$ cat src/design/csfl_pkg.sv
package csfl_pkg;

    localparam int MAX_WIDTH_DEF  = 256;
    localparam int MAX_HEIGHT_DEF = 256;
    localparam int FULL_LIGHT_DEF = 255;

    // Register fields and payload fields have fixed widths
    localparam int REG_W   = 9;
    localparam int COORD_W = 11;
    localparam int LEVEL_W = 8;
    localparam int OP_W    = 2;

    localparam logic [OP_W-1:0] OP_FILL  = 2'd0;
    localparam logic [OP_W-1:0] OP_READ  = 2'd1;
    localparam logic [OP_W-1:0] OP_CLEAR = 2'd2;

    // Register index within the configuration port
    localparam logic REG_WIDTH  = 1'b0;
    localparam logic REG_HEIGHT = 1'b1;

    typedef struct packed {
        logic load;   // capture the input item
        logic check;  // clip, range check, row base multiply
        logic addr;   // form the first cell address
        logic fill;   // write one run cell, advance
        logic rd;     // read one cell into the result register
        logic sweep;  // write full light, advance
    } t_dp_cmd;

    typedef struct packed {
        logic [OP_W-1:0] op;
        logic            fill_ok;
        logic            rd_ok;
        logic            run_last;
        logic            sweep_last;
    } t_dp_stat;

endpackage

$ cat src/design/csfl_ctrl.sv
module csfl_ctrl (
    input  logic               i_clk,
    input  logic               i_rst_n,
    input  logic               i_start,
    output logic               o_busy,
    output logic               o_done,
    output csfl_pkg::t_dp_cmd  o_cmd,
    input  csfl_pkg::t_dp_stat i_stat
);

    localparam logic [2:0] S_INIT  = 3'd0;
    localparam logic [2:0] S_IDLE  = 3'd1;
    localparam logic [2:0] S_CHECK = 3'd2;
    localparam logic [2:0] S_ADDR  = 3'd3;
    localparam logic [2:0] S_FILL  = 3'd4;
    localparam logic [2:0] S_READ  = 3'd5;
    localparam logic [2:0] S_CLEAR = 3'd6;
    localparam logic [2:0] S_DONE  = 3'd7;

    logic [2:0] r_state;
    logic [2:0] n_state;
    logic       accept;

    assign o_busy = !(r_state == S_IDLE || r_state == S_DONE);
    assign o_done = (r_state == S_DONE);
    assign accept = i_start && !o_busy;

    always_comb begin
        o_cmd       = '0;
        o_cmd.load  = accept;
        o_cmd.check = (r_state == S_CHECK);
        o_cmd.addr  = (r_state == S_ADDR);
        o_cmd.fill  = (r_state == S_FILL);
        o_cmd.rd    = (r_state == S_READ);
        o_cmd.sweep = (r_state == S_INIT) || (r_state == S_CLEAR);
    end

    always_comb begin
        n_state = r_state;
        case (r_state)
            S_INIT: begin
                if (i_stat.sweep_last) n_state = S_IDLE;
            end
            S_IDLE, S_DONE: begin
                n_state = accept ? S_CHECK : S_IDLE;
            end
            S_CHECK: begin
                case (i_stat.op)
                    csfl_pkg::OP_FILL:  n_state = i_stat.fill_ok ? S_ADDR : S_DONE;
                    csfl_pkg::OP_READ:  n_state = i_stat.rd_ok ? S_ADDR : S_DONE;
                    csfl_pkg::OP_CLEAR: n_state = S_CLEAR;
                    default:            n_state = S_DONE;
                endcase
            end
            S_ADDR: begin
                n_state = (i_stat.op == csfl_pkg::OP_FILL) ? S_FILL : S_READ;
            end
            S_FILL: begin
                if (i_stat.run_last) n_state = S_DONE;
            end
            S_READ: begin
                n_state = S_DONE;
            end
            S_CLEAR: begin
                if (i_stat.sweep_last) n_state = S_DONE;
            end
            default: begin
                n_state = S_INIT;
            end
        endcase
    end

    always_ff @(posedge i_clk) begin
        if (!i_rst_n) begin
            r_state <= S_INIT;
        end else begin
            r_state <= n_state;
        end
    end

endmodule

$ cat config.mk
export PLATFORM = sky130hd
export DESIGN_NAME = csfl_ctrl
export DESIGN_NICKNAME = d
export VERILOG_FILES = /design/src/design/csfl_pkg.sv /design/src/design/csfl_ctrl.sv
export SDC_FILE = /design/constraint.sdc
export NUM_CORES = 1
export LEC_CHECK = 0
export ABC_AREA = 1
export CAP_MARGIN = 40
export CORE_AREA = 2 2 39 41
export CTS_CLUSTER_DIAMETER = 120
export DETAILED_ROUTE_END_ITERATION = 10
export DIE_AREA = 0 0 41 43
export DONT_BUFFER_PORTS = 1
export SYNTH_ARGS = -nofsm -noshare
export SYNTH_HDL_FRONTEND = slang
export SYNTH_SLANG_ARGS = --single-unit
$ cat constraint.sdc
create_clock -name i_clk -period 1.1 [get_ports i_clk]
set_input_delay 0.22 -clock i_clk [delete_from_list [all_inputs] [get_ports i_clk]]
set_output_delay 0.22 -clock i_clk [all_outputs]
set_load 0.02 [all_outputs]
==> results of run 1 <==
[report_power, final]
group          total [mW]  switching (mW)  internal, mW
registers           0.317           0.133         0.184
clock network       0.191          0.0548         0.136
logic                1.18           0.617         0.558
[area by class of cell]
cell class | instances | area (sq um) | area share
Clock buffer | 4 | 26.3 | 0.0491
Inverter | 10 | 47.5 | 0.0888
Multi-Input combinational cell | 36 | 239 | 0.446
Sequential cell | 3 | 71.3 | 0.133
Tap cell | 16 | 20.0 | 0.0374
Timing Repair Buffer | 13 | 131 | 0.245
[layer usage]
metal  global-route usage  routed length [microns]
met3               0.0209                       53
met1                0.134                      336
met2                0.144                      476
met4               0.0800                        0
met5                    0                        0
[synth_stat cells (all sizes together)]
cell type	n	area, sq um
inv	10	37.5
nor3	1	5.00
or2	1	6.26
o31ai	1	7.51
buf	1	7.51
nand3	3	15.0
dfxtp	3	60.1
a21oi	3	22.5
o21ai	3	15.0
nor2	11	43.8
nand4	1	6.26
nand2	12	50.1
[final timing paths]
kind	startpoint	end	slack, ns	cells past startpoint
setup / recovery	r_state[1]	o_cmd[1]	-0.18	3
hold / removal	i_rst_n	r_state[0]	0.11	2
setup reg to reg	r_state[0]	r_state[0]	-0.01	7
hold reg to reg	r_state[0]	r_state[1]	0.62	3
[per-stage QoR]
| step | cells | instance area, sq um | power (mW) | setup slack [ns] | utilization |
|---|---|---|---|---|---|
| finish | 82 | 536 | 1.68 | -0.175 | 0.387 |
| global route | 82 | 536 | 1.82 | -0.228 | 0.387 |
| CTS | 82 | 470 | 1.50 | -0.164 | 0.340 |
| detailed placement | 76 | 379 | 1.04 | -0.0328 | 0.274 |
| global placement | 76 | 379 | 1.03 | -0.0223 | 0.274 |
| floorplan | 50 | 284 | 0.760 | -0.00319 | - |
[logic make-up (layout without fill, tap and decap cells)]
family,Yosys count,in the layout,synth area share
and+or+nand+nor,29,29,0.457
buffers and inverters,11,27,0.163
AOI/OAI and AO/OA,7,7,0.163
DFF,3,3,0.217
[what timing repair did]
action,in CTS,in global routing
hold buffers,0,0
setup buffers,3,0
pin swaps,7,9
gates resized for setup,20,17
setup endpoints to repair,10,11
==> flow_summary.toml, run 1 <==
[worst_setup_path]
crit_path_end_kind = "primary output"
worstPathArrival_ns = 1.06
setup.worst_path.class = "reg2out"
cp_max_fo = 7
worst_path_largest_cell_delay_ns = 0.38
cp_top_family = "flip-flops"
crit_required_ns = 0.88
worst_path_most_repeated_cell = "buf_6"
crit_path_cell_trace = "buf_6, nor3_4, buf_6"
worst-path-buf-inv = 2
start_kind = "register"
critPathSlowestCell = "dfxtp_4"

[timing]
finalSetupTns_ns = -1.09
final.period_utilization = 1.16
hold_viol = 0
drv_slew = 0
finalSetupViolations = 9
worst_pin_slew_ns = 0.205
rsz0062_at_grt = "yes"
finalWorstSetupSlack_ns = -0.175
holdWs_ns = 0.105
clock.fmax_mhz = 784
fin_crit_ns = 1.28
fin_skew_ns = 0.000719
relSlewSlack = 0.862

[final_layout]
layout_commonest_cell = "buf_6"
reg_top3 = "r_state: 3 flops"
top_register = "r_state"
layout-drive-gt1-share = 0.591
num_antenna_cells = 0
fillers = 148
largest_reg_flops = 3
nets = 76
syn_to_final_growth_pct = 93.7
layout_common_cells = "buf_6 (9), nand2_1 (7), nor2_1 (7)"

[global_route]
grt_pass1_wl_microns = 1240
grt_max_degree = 8
grt_remaining_overflow = 0
grt_pass1_vias = 322
track_usage = 0.104
antenna_found_initial = 0

[floorplanning]
die_x_microns = 41
start_util = 0.200
die_area_sq_um = 1760
coreArea_sq_um = 1380
ios = 17
rows = 14
die_h_microns = 43

[logic_synthesis]
yosysWarnings = 0
seq_area_frac_synth = 0.217
synth-seq-cells = 3
synth_cell_types = 17
avgSynthCellArea_sq_um = 5.53
synth.net_count = 59
syn_area_sq_um = 277
synthCells = 50

[clocking]
clkSinkCount = 3
root_buffer = "clkbuf_4"
clkSlewWorstSetupHoldPaths_ns = 0.04
cts_tree = "yes"
clockBufferDepth = 2
cts_made_buffers = 3
clock_latency_ns = 0.23
htreeDepth = 1

[placement]
io_buffers = 0
dp_hpwl_microns = 606
gp_routability_congestion = 0.755

[outcome]
failed_checks = "setup timing"
status = "complete, but fails checks"

[worst_hold_path]
worstHoldPathType = "in2reg"

[pwr]
powerDensity_nw_per_um2 = 3140
ir_drop_v = 0.00118
p_leak_nw = 0.254

[detailed_routing]
drt_iter0_drc = 6
antenna_left = 0
drt-vias-per-instance = 4.51
routed_wl_microns = 865
first_pass_iters = 4
drc = 0
via_count = 370
wl_per_cell_microns = 10.5

[flow_run]
max_cap_violations = 0
Power figures use the tool's default switching activity.
==> run 2: changes to the inputs <==
Settings changed: ABC_AREA 1 to unset, CTS_BUF_LIST set to sky130_fd_sc_hd__clkbuf_4.
==> run 2 against run 1 <==
Net effect:
- via count decreased by 10%
- critical path type unchanged
- wire length increased by 2.9%
- the run still ends with setup timing left
- largest power group unchanged
- worst hold slack better by 0.029 ns
- global-route usage is 0.10 points higher
- clock skew is 0.010 ns higher
==> flow_summary.toml, run 2 <==
[logic_synthesis]
synth.net_count = 46
synth-seq-cells = 3
synth_mux_area_frac = 0.0756
yosys.area_share.xor_xnor = 0.0311
synth_compound_area_frac = 0.222
synth_most_common_cell = "nand2_1"
synth_top_family_by_area = "simple AND/OR/NAND/NOR gates"
synth_edf_count = 0
synth-simple-area-share = 0.316
synth_area_leaders = "dfxtp_1 (21%), nand2_1 (5.3%), nand2b_4 (4.9%)"
synth-main-ff-cell = "dfxtp_1"
synth_cell_types = 26
syn_area_sq_um = 282
avgSynthCellArea_sq_um = 7.61
synth_largest_area_cell = "dfxtp_1"
yosysWarnings = 0
seq_area_frac_synth = 0.213
synth_top_area_frac = 0.213
synthAdderAreaFrac = 0
synthTopCellsByCount = "nand2_1 (4), dfxtp_1 (3), nor2_1 (3)"
async_flop_share = 0
synthCells = 37

[floorplanning]
die_area_sq_um = 1760
rows = 14
start_util = 0.203
die_h_microns = 43
die_x_microns = 41
ios = 17
coreArea_sq_um = 1380

[pwr]
internal_power_uw = 735
comb_power_share = 0.615
p_leak_nw = 0.220
power_frac_clock = 0.194
p_sw_uw = 469
p_sw_frac = 0.390
p_seq_frac = 0.191
ir_drop_v = 0.000632
powerDensity_nw_per_um2 = 2260

[detailed_routing]
via_count = 332
drt-vias-per-instance = 4.74
wl_per_cell_microns = 12.7
antenna_left = 0
first_pass_iters = 4
routed_wl_microns = 890
drt_iter0_drc = 1
drc = 0

[timing]
fin_crit_ns = 1.28
fin_skew_ns = 0.0109
hold_viol = 0
finalWorstSetupSlack_ns = -0.177
worst_pin_slew_ns = 0.224
clock.fmax_mhz = 783
rsz0062_at_grt = "yes"
finalSetupViolations = 9
drv_slew = 0
final.period_utilization = 1.16
relSlewSlack = 0.848

[worst_setup_path]
crit_required_ns = 0.88
cp_top_family = "flip-flops"
worstSetupStartpoint = "r_state[1]"
cp_max_fo = 6
worst_path_largest_cell_delay_ns = 0.40
start_kind = "register"
crit_path_end_kind = "primary output"
worst-path-buf-inv = 3
worstReg2RegStart = "r_state[1]"
crit_path_cell_trace = "buf_6, inv_4, nor3_2, buf_4"
critPathSlowestCell = "dfxtp_4"
worstPathArrival_ns = 1.06
setup.worst_path.class = "reg2out"

[final_layout]
layout-drive-gt1-share = 0.704
layout_common_cells = "buf_4 (12), clkbuf_4 (4), buf_6 (4)"
num_antenna_cells = 0
nets = 64
reg_top3 = "r_state: 3 flops"
top_register = "r_state"
largest_reg_flops = 3
layout_commonest_cell = "buf_4"
fin_area_sq_um = 532
syn_to_final_growth_pct = 88.9
fin_util = 0.384

[global_route]
grt_pass1_wl_microns = 1260
grt_max_degree = 7
grt_pass1_vias = 302
antenna_found_initial = 0
grt_remaining_overflow = 0
track_usage = 0.105

[clocking]
root_buffer = "clkbuf_4"
cts_made_buffers = 3
clock_latency_ns = 0.25
clkSinkCount = 3
cts_tree = "yes"
clockBufferDepth = 2
htreeDepth = 1
clkSlewWorstSetupHoldPaths_ns = 0.05

[outcome]
status = "complete, but fails checks"
failed_checks = "setup timing"

[placement]
dpl-instance-area_sq_um = 384
dp_hpwl_microns = 576
gp_routability_congestion = 0.764
preCtsSetupSlack_ns = 0.00418
io_buffers = 0

[worst_hold_path]
worstHoldPathType = "in2reg"
min_from = "i_start"

[flow_run]
max_cap_violations = 0
==> run 2: changes by cell type in the layout (fill, tap and decap cells not counted), moves of 2 or more <==
cell / previous run / this run
nor3_2: 0 / 2
nand2_2: 3 / 1
nand2_4: 2 / 0
buf_6: 9 / 4
inv_1: 5 / 1
buf_4: 4 / 12
and3_4: 0 / 2
a21oi_2: 2 / 0
nand2_1: 7 / 3
nor2_1: 7 / 3
nor2_4: 2 / 0
nor2_2: 2 / 0
nand3_2: 2 / 0
==> run 2: worst reg2reg max path, stage by stage (launching register included) <==
cell and delay [ns]:
dfxtp_4 0.40, buf_4 0.13, mux2_2 0.33, o211ai_2 0.13, a31oi_1 0.09
==> run 2: kinds of logic (layout without fill, tap and decap cells) <==
| family | after synthesis | after routing |
|---|---|---|
| AOI/OAI and AO/OA | 8 | 8 |
| buffers and inverters | 7 | 24 |
| xor gates and xnor gates | 1 | 1 |
| DFF | 3 | 3 |
| and+or+nand+nor | 16 | 16 |
| muxes | 2 | 2 |
==> run 2: path summary, 6_finish.rpt <==
path              slack [ns]         end  cells after the start
setup / recovery       -0.18    o_cmd[4]                      4
hold / removal          0.13  r_state[1]                      2
setup reg to reg       -0.10  r_state[0]                      4
hold reg to reg         0.57  r_state[2]                      2
==> run 2: power groups by stage <==
| stage | clock (mW) | sequential (mW) | combinational [mW] |
|---|---|---|---|
| 5_1_grt | 0.244 | 0.234 | 0.786 |
| 3_5_place_dp | 0 | 0.207 | 0.499 |
| 6_report | 0.234 | 0.229 | 0.741 |
| 4_1_cts | 0.235 | 0.228 | 0.700 |
| 3_3_place_gp | 0 | 0.204 | 0.498 |
| 2_1_floorplan | 0 | 0.164 | 0.416 |
==> run 2: routing by layer <==
layer,vias up,track usage,routed length [microns]
met3,2,0.0209,57
met2,16,0.159,450
met1,147,0.131,362
met5,-,0,0
li1,167,-,-
met4,0,0.0600,19
==> run 2: metrics by stage <==
stage / hold WS, ns / instances / TNS [ns] / total power, mW
6_report: 0.134 / 70 / -1.10 / 1.20
2_1_floorplan: 0.367 / 37 / -0.156 / 0.580
3_3_place_gp: 0.401 / 61 / 0 / 0.702
5_1_grt: 0.153 / 70 / -1.38 / 1.26
4_1_cts: 0.131 / 70 / -1.14 / 1.16
3_5_place_dp: 0.402 / 61 / 0 / 0.706
==> run 2: cell type report <==
type	instances	area, sq um
Clock buffer	4	30.0
Fill cell	145	852
Inverter	3	13.8
Multi-Input combinational cell	27	241
Sequential cell	3	71.3
Tap cell	16	20.0
Timing Repair Buffer	17	155
==> run 2: repair_timing <==
action	in CTS	in global routing
hold buffers	0	0
setup endpoints to repair	9	10
setup buffers	5	0
resized for setup	17	3
pin swaps	3	1
==> run 3: changes to the inputs <==
Settings changed: GPL_TIMING_DRIVEN set to 0.
==> run 3 against run 2 <==
Net effect:
- the run still ends with setup timing left
- sequential power down 17%
- combinational power up 27%
- worst setup slack worse by 0.080 ns
- clock skew down 0.0072 ns
- non-clock buffer count down 3
- register-to-register slack better by 0.05 ns
- largest cell class unchanged
==> flow_summary.toml, run 3 (synthesis results as in run 2) <==
[global_route]
track_usage = 0.124
antenna_found_initial = 0
grt_pass1_vias = 346
grt_pass1_wl_microns = 1490
grt_remaining_overflow = 0
grt_max_degree = 10

[timing]
hold_viol = 0
finalWorstSetupSlack_ns = -0.257
fin_crit_ns = 1.36
drv_slew = 0
clock.fmax_mhz = 737
fin_skew_ns = 0.00360
relSlewSlack = 0.822
finalSetupViolations = 10
worst_pin_slew_ns = 0.265
holdWs_ns = 0.167
rsz0062_at_grt = "yes"
final.period_utilization = 1.23

[final_layout]
num_antenna_cells = 0
seq_area_sq_um = 66.3
layout_commonest_cell = "buf_4"
layout_common_cells = "buf_4 (6), buf_6 (4), clkbuf_4 (4)"
multi_input_area_sq_um = 289
nets = 61
fillers = 133
fin_area_sq_um = 594
top_register = "r_state"
reg_top3 = "r_state: 3 flops"
largest_reg_flops = 3
layout-drive-gt1-share = 0.725
fin_util = 0.429
syn_to_final_growth_pct = 111

[worst_hold_path]
min_from = "i_start"
worstHoldPathType = "in2reg"

[worst_setup_path]
worstSetupStartpoint = "r_state[2]"
reg2regPathDepth = 5
worstReg2RegStart = "r_state[2]"
worstPathArrival_ns = 1.14
reg2reg_setup_slack_ns = -0.05
r2r-end = "r_state[1]"
start_kind = "register"
cp_max_fo = 4
crit_required_ns = 0.88
crit_path_end_kind = "primary output"
worstSetupEndpoint = "o_cmd[5]"
setup.worst_path.class = "reg2out"

[detailed_routing]
drt_iter0_drc = 2
wl_per_cell_microns = 14.0
via_count = 328
drt-vias-per-instance = 4.90
drc = 0
routed_wl_microns = 938
antenna_left = 0
first_pass_iters = 4

[placement]
preCtsSetupSlack_ns = -0.221
gp_routability_congestion = 0.832
io_buffers = 0
dpl-instance-area_sq_um = 333
dp_hpwl_microns = 537

[clocking]
clock_latency_ns = 0.23
cts_tree = "yes"
clkSlewWorstSetupHoldPaths_ns = 0.04
root_buffer = "clkbuf_4"
clkSinkCount = 3
hold_buffers = 0
cts_made_buffers = 3
htreeDepth = 1
clockBufferDepth = 2

[pwr]
powerDensity_nw_per_um2 = 2270
power_mw = 1.35
ir_drop_v = 0.000583
p_leak_nw = 0.215

[outcome]
status = "complete, but fails checks"
failed_checks = "setup timing"

[floorplanning]
die_h_microns = 43
rows = 14
start_util = 0.203
die_area_sq_um = 1760
coreArea_sq_um = 1380
die_x_microns = 41
ios = 17

[flow_run]
max_cap_violations = 0
run 3: cell types whose count changed in the layout (fill, tap and decap cells not counted), sizes merged:
cell and change:
inv -1, clkinv +1, buf -3
run 3: cell type report:
type                       count  area share
buffer                         4      0.0968
clock buffer                   4      0.0505
inverter                       3      0.0400
multi-input combinational     27       0.486
sequential                     3       0.112
tap                           16      0.0337
timing repair buffer          10       0.181
run 3: per-stage QoR:
step / cells / setup TNS (ns)
after floorplan: 37 / -0.156
after global placement: 53 / -0.665
after detailed placement: 53 / -0.708
after CTS: 65 / -1.84
after global routing: 67 / -2.13
final: 67 / -1.62
run 3: metal layers:
metal  part of all wire  up-vias  GRT usage
met2               0.56       10      0.200
li1                   -      161          -
met1               0.37      157      0.135
met5                  0        -          0
met4                  0        0     0.0600
met3              0.067        0     0.0471
run 3: timing repair:
| item | CTS | global route |
|---|---|---|
| pin swaps | 8 | 8 |
| setup buffers | 8 | 2 |
| setup endpoints to repair | 8 | 10 |
| gates resized for setup | 20 | 12 |
run 3: report_power, final:
group	total (mW)	internal (mW)	switching [mW]
sequential	0.190	0.150	0.0401
clock	0.221	0.161	0.0601
combinational	0.939	0.488	0.450
run 3: worst min-delay path by stage:
stage / to / cells past startpoint
6_report: r_state[1] / 2
2_1_floorplan: r_state[1] / 2
3_5_place_dp: r_state[1] / 2
4_1_cts: r_state[0] / 2
5_1_grt: r_state[1] / 2
3_3_place_gp: r_state[1] / 2
run 3: critical path: stages, from the launching register on:
cell and delay [ns]:
dfxtp_2 0.31, buf_6 0.13, xnor2_4 0.16, and3_4 0.20, buf_6 0.11
